===== src/sv/roi_pkg.sv =====
// roi_pkg: shared widths, codes and record types for the ray/obstacle intersection block
// used by roi_front, roi_queue, roi_back and ray_obstacle_intersection
// no dependencies
package roi_pkg;

  // fixed point formats
  localparam int DIR_FRAC_BITS = 14;
  localparam int DIST_W = 16;
  localparam logic [DIST_W-1:0] RANGE_RESET = 16'd51200;

  // front arithmetic widths
  localparam int W1 = 17;                        // coordinate differences
  localparam int PW = 34;                        // products of two differences
  localparam int W3 = 35;                        // sums of products
  localparam int DEN_W = W3;
  localparam int DIV_STEPS = DIST_W;
  localparam int NUM_W = (W3 + DIR_FRAC_BITS > DEN_W + DIV_STEPS) ?
                         W3 + DIR_FRAC_BITS : DEN_W + DIV_STEPS;
  localparam int H_W = (W3 - DIR_FRAC_BITS > 17) ? W3 - DIR_FRAC_BITS : 17;
  localparam int SQ_W = 2 * H_W;
  localparam int ROOT_STEPS = H_W;
  localparam int T_W = H_W + 3;
  localparam logic signed [W3-1:0] H_ROUND = W3'(1) << (DIR_FRAC_BITS - 1);

  // front pipeline and job queue
  localparam int F_STAGES = 6;
  localparam int FC_W = $clog2(F_STAGES + 1);
  localparam int JQ_DEPTH = 16;
  localparam int JQ_AW = $clog2(JQ_DEPTH);
  localparam int JQ_CW = JQ_AW + 1;
  localparam int JQ_SW = JQ_CW + 1;

  // back pipeline and result queue
  localparam int B_STAGES = (ROOT_STEPS > DIV_STEPS) ? ROOT_STEPS : DIV_STEPS;
  localparam int BC_W = $clog2(B_STAGES + 1);
  localparam int OQ_DEPTH = 2 ** $clog2(B_STAGES + 4);
  localparam int OQ_AW = $clog2(OQ_DEPTH);
  localparam int OQ_CW = OQ_AW + 1;
  localparam int OQ_SW = OQ_CW + 1;

  typedef enum logic {
    KIND_SEGMENT = 1'b0,
    KIND_CIRCLE  = 1'b1
  } kind_t;

  // classified work handed from front to back
  typedef struct packed {
    kind_t                   kind;
    logic                    miss;
    logic [NUM_W-1:0]        num;
    logic [DEN_W-1:0]        den;
    logic [SQ_W-1:0]         q;
    logic signed [H_W-1:0]   h;
  } job_t;

  // one stage of the shared divide / square root pipeline
  typedef struct packed {
    kind_t                   kind;
    logic                    miss;
    logic [NUM_W-1:0]        num;
    logic [DEN_W-1:0]        den;
    logic [DIV_STEPS-1:0]    quo;
    logic [SQ_W-1:0]         v;
    logic [SQ_W-1:0]         res;
    logic signed [H_W-1:0]   h;
  } stage_t;

  typedef struct packed {
    logic [JQ_CW-1:0] count;
  } q_stat_t;

  typedef struct packed {
    logic [BC_W-1:0]  inflight;
    logic [OQ_CW-1:0] out_count;
  } b_stat_t;

endpackage


===== src/sv/roi_queue.sv =====
// roi_queue: short job queue between the front and the back
// depends on roi_pkg
module roi_queue (
  input  logic              clk,
  input  logic              rst,
  input  logic              wr,
  input  roi_pkg::job_t     wr_job,
  input  logic              rd,
  output roi_pkg::job_t     head,
  output roi_pkg::q_stat_t  q_stat
);

  roi_pkg::job_t               mem [roi_pkg::JQ_DEPTH];
  logic [roi_pkg::JQ_AW-1:0]   wr_ptr, rd_ptr;
  logic [roi_pkg::JQ_CW-1:0]   count;

  assign head = mem[rd_ptr];
  assign q_stat.count = count;

  // pointers and fill level
  always_ff @(posedge clk) begin
    if (rst) begin
      wr_ptr <= '0;
      rd_ptr <= '0;
      count <= '0;
    end else begin
      if (wr) wr_ptr <= wr_ptr + 1'b1;
      if (rd) rd_ptr <= rd_ptr + 1'b1;
      count <= count + roi_pkg::JQ_CW'(wr) - roi_pkg::JQ_CW'(rd);
    end
  end

  // storage
  always_ff @(posedge clk) begin
    if (wr) mem[wr_ptr] <= wr_job;
  end

endmodule


===== config.mk =====
export PLATFORM = sky130hd
export DESIGN_NAME = roi_queue
export DESIGN_NICKNAME = d
export VERILOG_FILES = /design/src/sv/roi_pkg.sv /design/src/sv/roi_queue.sv
export SDC_FILE = /design/constraint.sdc
export NUM_CORES = 2
export LEC_CHECK = 0
export BUFFER_PORTS_ARGS = -buffer_cell sky130_fd_sc_hd__buf_2
export CAP_MARGIN = 20
export CORE_MARGIN = 3
export CORE_UTILIZATION = 60
export CTS_CLUSTER_DIAMETER = 50
export CTS_CLUSTER_SIZE = 24
export DETAILED_ROUTE_END_ITERATION = 10
export PLACE_DENSITY = 0.78
export SYNTH_ARGS = -nofsm -noshare
export SYNTH_HDL_FRONTEND = slang
export SYNTH_SLANG_ARGS = --single-unit

===== constraint.sdc =====
create_clock -name clk -period 5.4 [get_ports clk]
set_input_delay 0.27 -clock clk [delete_from_list [all_inputs] [get_ports clk]]
set_output_delay 0.27 -clock clk [all_outputs]
set_load 0.05 [all_outputs]

; ---- Word-level counts from Yosys, hierarchy flattened
; Memories as Yosys holds them, arrays and structs flattened. A register that Yosys moved wholly into a read port is not among the register bits.
; Cells that the tools add are included.
[op_classes]
add_sub_neg = 4
mul = 0
div_mod_pow = 0
n_lt_le_gt_ge = 0
eq_ne = 0
n_shift = 0
mux = 4
bitwise_logic = 0
n_reduce_logical = 0
[op_table]
columns = operator, count
row1 = "4-bit by 1-bit adder with 4-bit output, second input constant", 2
row2 = 4-bit two-way mux, 2
row3 = 5-bit by 1-bit adder with 5-bit output, 1
row4 = 5-bit by 1-bit subtractor with 5-bit output, 1
row5 = 1-bit two-way mux, 2
[word_totals]
regBits = 13
latchBits = 0
ram_bits = 2416
rom_bits = 0
input_bits = 155
output_inout_bits = 156
elab_cells = 12
n_memories = 1
[memory_table]
columns = name, depth, width, rd, rd_ports_with_merged_regs, wr, line
row1 = mem, 16, 151, 1, 1, 1, roi_queue.sv:13  ; roi_pkg::job_t mem [roi_pkg::JQ_DEPTH];

; ---- Depth between registers and ports, before layout
[depth]
depth_word = 3
mapped_depth = 9
ltp_nobuf = 9

; ---- Least setup slack after synthesis
; OpenSTA, ideal clock, no wires.
[synth_timing]
kind = input-to-reg
start = input wr
end = memory mem[0][0] (netlist name), enable pin
setup_ps = 528
t_arrival_ps = 4304
t_required_ps = 4872
path_slack_ps = 568
stages = 3
path_buffers = 1
cell_sequence = clkbuf_1 > nor3b_1 > and2_1
[synth_via]
elab_chain_cells = 2
[synth_lines]
columns = item, line
row1 = start: declaration, roi_queue.sv:6  ; input logic wr,
row2 = 1-bit two-way mux, roi_queue.sv:35  ; if (wr) mem[wr_ptr] <= wr_job;
row3 = 1-bit two-way mux (not written as such), roi_queue.sv:35
row4 = end: declaration, roi_queue.sv:13
; Every way passes these cells.

==> run_results.csv <==
group,metric,value,unit
route,post_drt_wl_per_cell,31.1,µm
pwr,pwr-share-clk,36.0,%
synth,synth_area_leaders,"edfxtp_1 (79%), mux4_2 (13%), a22oi_1 (2.3%)",
synth,yosys.area_share.adder,0.159,%
synth,yosysSeqAreaShare,79.7,%
finish,final_core_util,68.5,%
setup_path,worstPathMaxFanout,45,
place,place_hpwl,105000,µm
grt,grt_pass1_vias,45400,
setup_path,reg2reg_from,"wr_ptr[2]",
setup_path,critPathRequiredTime,5.13,ns
die,die_area,157000,µm²
synth,synthXorXnorAreaFrac,0.0958,%
die,ios,311,
die,num_rows,142,
synth,synthArstFlopShare,0,%
place,gp_congestion,0.734,
timing,slew_violations,0,
setup_path,cp.arrival,3.85,ns
timing,final_hold_viol_count,0,
setup_path,crit_path_start_kind,"flop",
route,drtAntennaViolNets,0,
setup_path,slowest_stage,"nor2b_4",
flow_run,maxCapViolations,0,
pwr,ir_drop,337,µV
setup_path,worstSetupEndpointType,"output port",
grt,grt_util_all_layers,26.9,%
cts,clk_pin_slew,0.08,ns
synth,synthesis.area,91400,µm²
grt,grt_pass1_wl,307000,µm
pwr,combPwrFrac,9.0,%
timing,final.min_clock_period,4.12,ns
min_path,min_from,"wr_job[77]",
pwr,internal_power,28.8,mW
synth,synthSimpleGateAreaFrac,1.25,%
setup_path,reg2reg_depth,4,
pwr,leakage,32.1,nW
route,dr.pass1.iters,7,
grt,overflow,0,
setup_path,cpPeakStageDelay,1.03,ns
setup_path,r2r_setup_slack,2.60,ns
cts,post-cts-setup-buffers,0,
route,vias,44000,
synth,synth_top_cell_by_area,"edfxtp_1",
cts,insertion_delay,0.83,ns
synth,yosys-mux-area-fraction,14.7,%
grt,grt_max_degree,92,
die,die_x,396,µm
route,first_iter_violations,5661,
die,die-height,396,µm
synth,synth_cells,3980,
synth,synth_seq_cells,2433,
timing,fmax,243,MHz
timing,worst_clock_skew,0.0374,ns
finish,drive_gt1_share,26.9,%
pwr,switchingPower,9.47,mW
cts,clockBufferDepth,3,
synth,synth_edf_count,2416,
timing,rsz0062_at_grt,"false",
setup_path,critPathKind,"flop to output port",
status,status,"completed",
route,wl,207000,µm
synth,synth-warning-count,0,
place,io_buffer_count,310,
synth,syn_nets,4146,
setup_path,r2r-end,"mem[2][32]",
pwr,seqPwrFrac,55.0,%
cts,cts-resized-gates,0,
pwr,power.density,371,nW/µm²
cts,cts_root_buf,"clkbuf_16",
synth,synth_cell_types,34,
grt,antenna_found_initial,19,
timing,post-route-period-util,76.3,%
synth,syn_avg_cell_area,23.0,µm²
min_path,holdPathStages,2,
cts,htreeDepth,4,
timing,max-slew-margin-rel,23.2,%
synth,synth_top_family_by_area,"multiplexers",
route,vias_per_cell,6.61,
route,post-route-drc-count,0,
synth,synth-compound-area-share,2.77,%
die,coreArea,151000,µm²
pwr,swShare,24.7,%
finish,syn_to_final_growth,13.0,%
cts,numCtsBuffers,171,
die,start_util,60.7,%
min_path,hold-path-endpoint,"mem[9][77]",
timing,setup_violations,0,
timing,tightest_slew,1.15,ns
min_path,hp-class,"input port to flop",
timing,tns,0,ns
setup_path,critical_path.cell_chain,"nor2b_4 -> buf_4 -> a22oi_1 -> nand2_1 -> buf_2",
cts,cts_hold_buf,155,
cts,cts.sinks,2433,
cts,cts_tree,"done",
finish,nets,4651,
synth,synth_top_area_share,79.4,%
synth,synth_flop_cell,"edfxtp_1",
==> placed cells by master (no fill, tap or decap), drive strengths merged <==
cell type	instances
inv	73
nor2	49
and3	1
xor2	6
a22oi	280
dfxtp	17
nor3b	1
buf	394
nand4	2
or2	2
mux2i	178
nor3	2
mux4	516
and2	19
o22ai	65
bufinv	6
clkinvlp	12
and3b	1
xnor2	4
a21oi	2
dlygate4sd3	155
nand2b	4
ha	10
nand2	123
a21o	2
diode	14
nor2b	10
nand3	44
clkbuf	181
edfxtp	2416
fa	1
clkinv	56
==> logic make-up (layout without fill, tap and decap cells) <==
kind of cell,count (synthesis),after routing
flip-flops,2433,2433
multiplexers,694,694
other,0,14
AND/OR/NAND/NOR,258,258
XOR/XNOR,10,10
buffers and inverters,225,877
adder cells (fa/ha/maj),11,11
AO/OA/AOI/OAI,349,349
==> Yosys cell counts (all sizes together) (10+ instances only) <==
master and count:
and2 19, nor2 49, clkbuf 63, nand3 44, o22ai 65, nor2b 10
ha 10, a22oi 280, dfxtp 17, edfxtp 2416, nand2 123, mux4 516
buf 154, mux2i 178
==> power by group through the flow <==
stage          clock network [mW]  registers (mW)  logic [mW]
2_1_floorplan                   0            21.5        2.33
3_3_place_gp                    0            21.5        3.29
3_5_place_dp                    0            21.5        3.35
4_1_cts                      14.0            21.1        3.47
5_1_grt                      14.7            21.1        3.65
6_report                     13.8            21.1        3.44
==> worst max-delay path, delay by kind of cell (launching register included) <==
family | cells | cell delay [ns]
and+or+nand+nor | 2 | 1.17
DFF | 1 | 0.88
buffers and inverters | 2 | 0.77
AOI/OAI and AO/OA | 1 | 0.13
==> registers in the layout, indices dropped and copies added (netlist names), named ones only <==
| signal | flops |
|---|---|
| mem | 2416 |
| rd_ptr | 4 |
| q_stat | 5 |
| wr_ptr | 4 |
==> per-stage QoR <==
step | total power [mW] | std cells | hold slack (ns) | setup slack, ns | instance area (µm²)
after floorplan | 23.9 | 3980 | 0.342 | 0.568 | 91400
after global routing | 39.5 | 6651 | 0.323 | 0.911 | 103000
after detailed placement | 24.9 | 6172 | 0.531 | 2.04 | 95500
after global placement | 24.8 | 6171 | 0.524 | 2.12 | 95500
after CTS | 38.6 | 6647 | 0.277 | 1.13 | 103000
final | 38.3 | 6662 | 0.341 | 1.28 | 103000
==> routing by layer <==
layer,vias up,track usage (%),wire [µm]
li1,18000,-,-
met1,23200,39.1,79400
met2,2498,42.7,102000
met3,337,4.75,20200
met4,8,8.21,6010
met5,-,0,55
==> layout make-up <==
| class | instances | area [µm²] |
|---|---|---|
| Antenna cell | 14 | 35.0 |
| Timing Repair Buffer | 549 | 4250 |
| Multi-Input combinational cell | 1322 | 17400 |
| Clock buffer | 181 | 4340 |
| Fill cell | 9042 | 47400 |
| Clock inverter | 139 | 1780 |
| Inverter | 8 | 30.0 |
| Tap cell | 2016 | 2520 |
| Sequential cell | 2433 | 72900 |
==> worst max path at each step <==
stage	from	end	slack (ns)	depth (start not counted)
final	flop	head[91]	1.28	5
after CTS	flop	head[139]	1.13	5
after detailed placement	flop	head[139]	2.04	5
after floorplan	wr	mem[0][0]	0.57	3
after global placement	flop	head[117]	2.12	5
after global routing	flop	head[139]	0.91	5
Note: power is estimated with default switching activity, not from simulation.
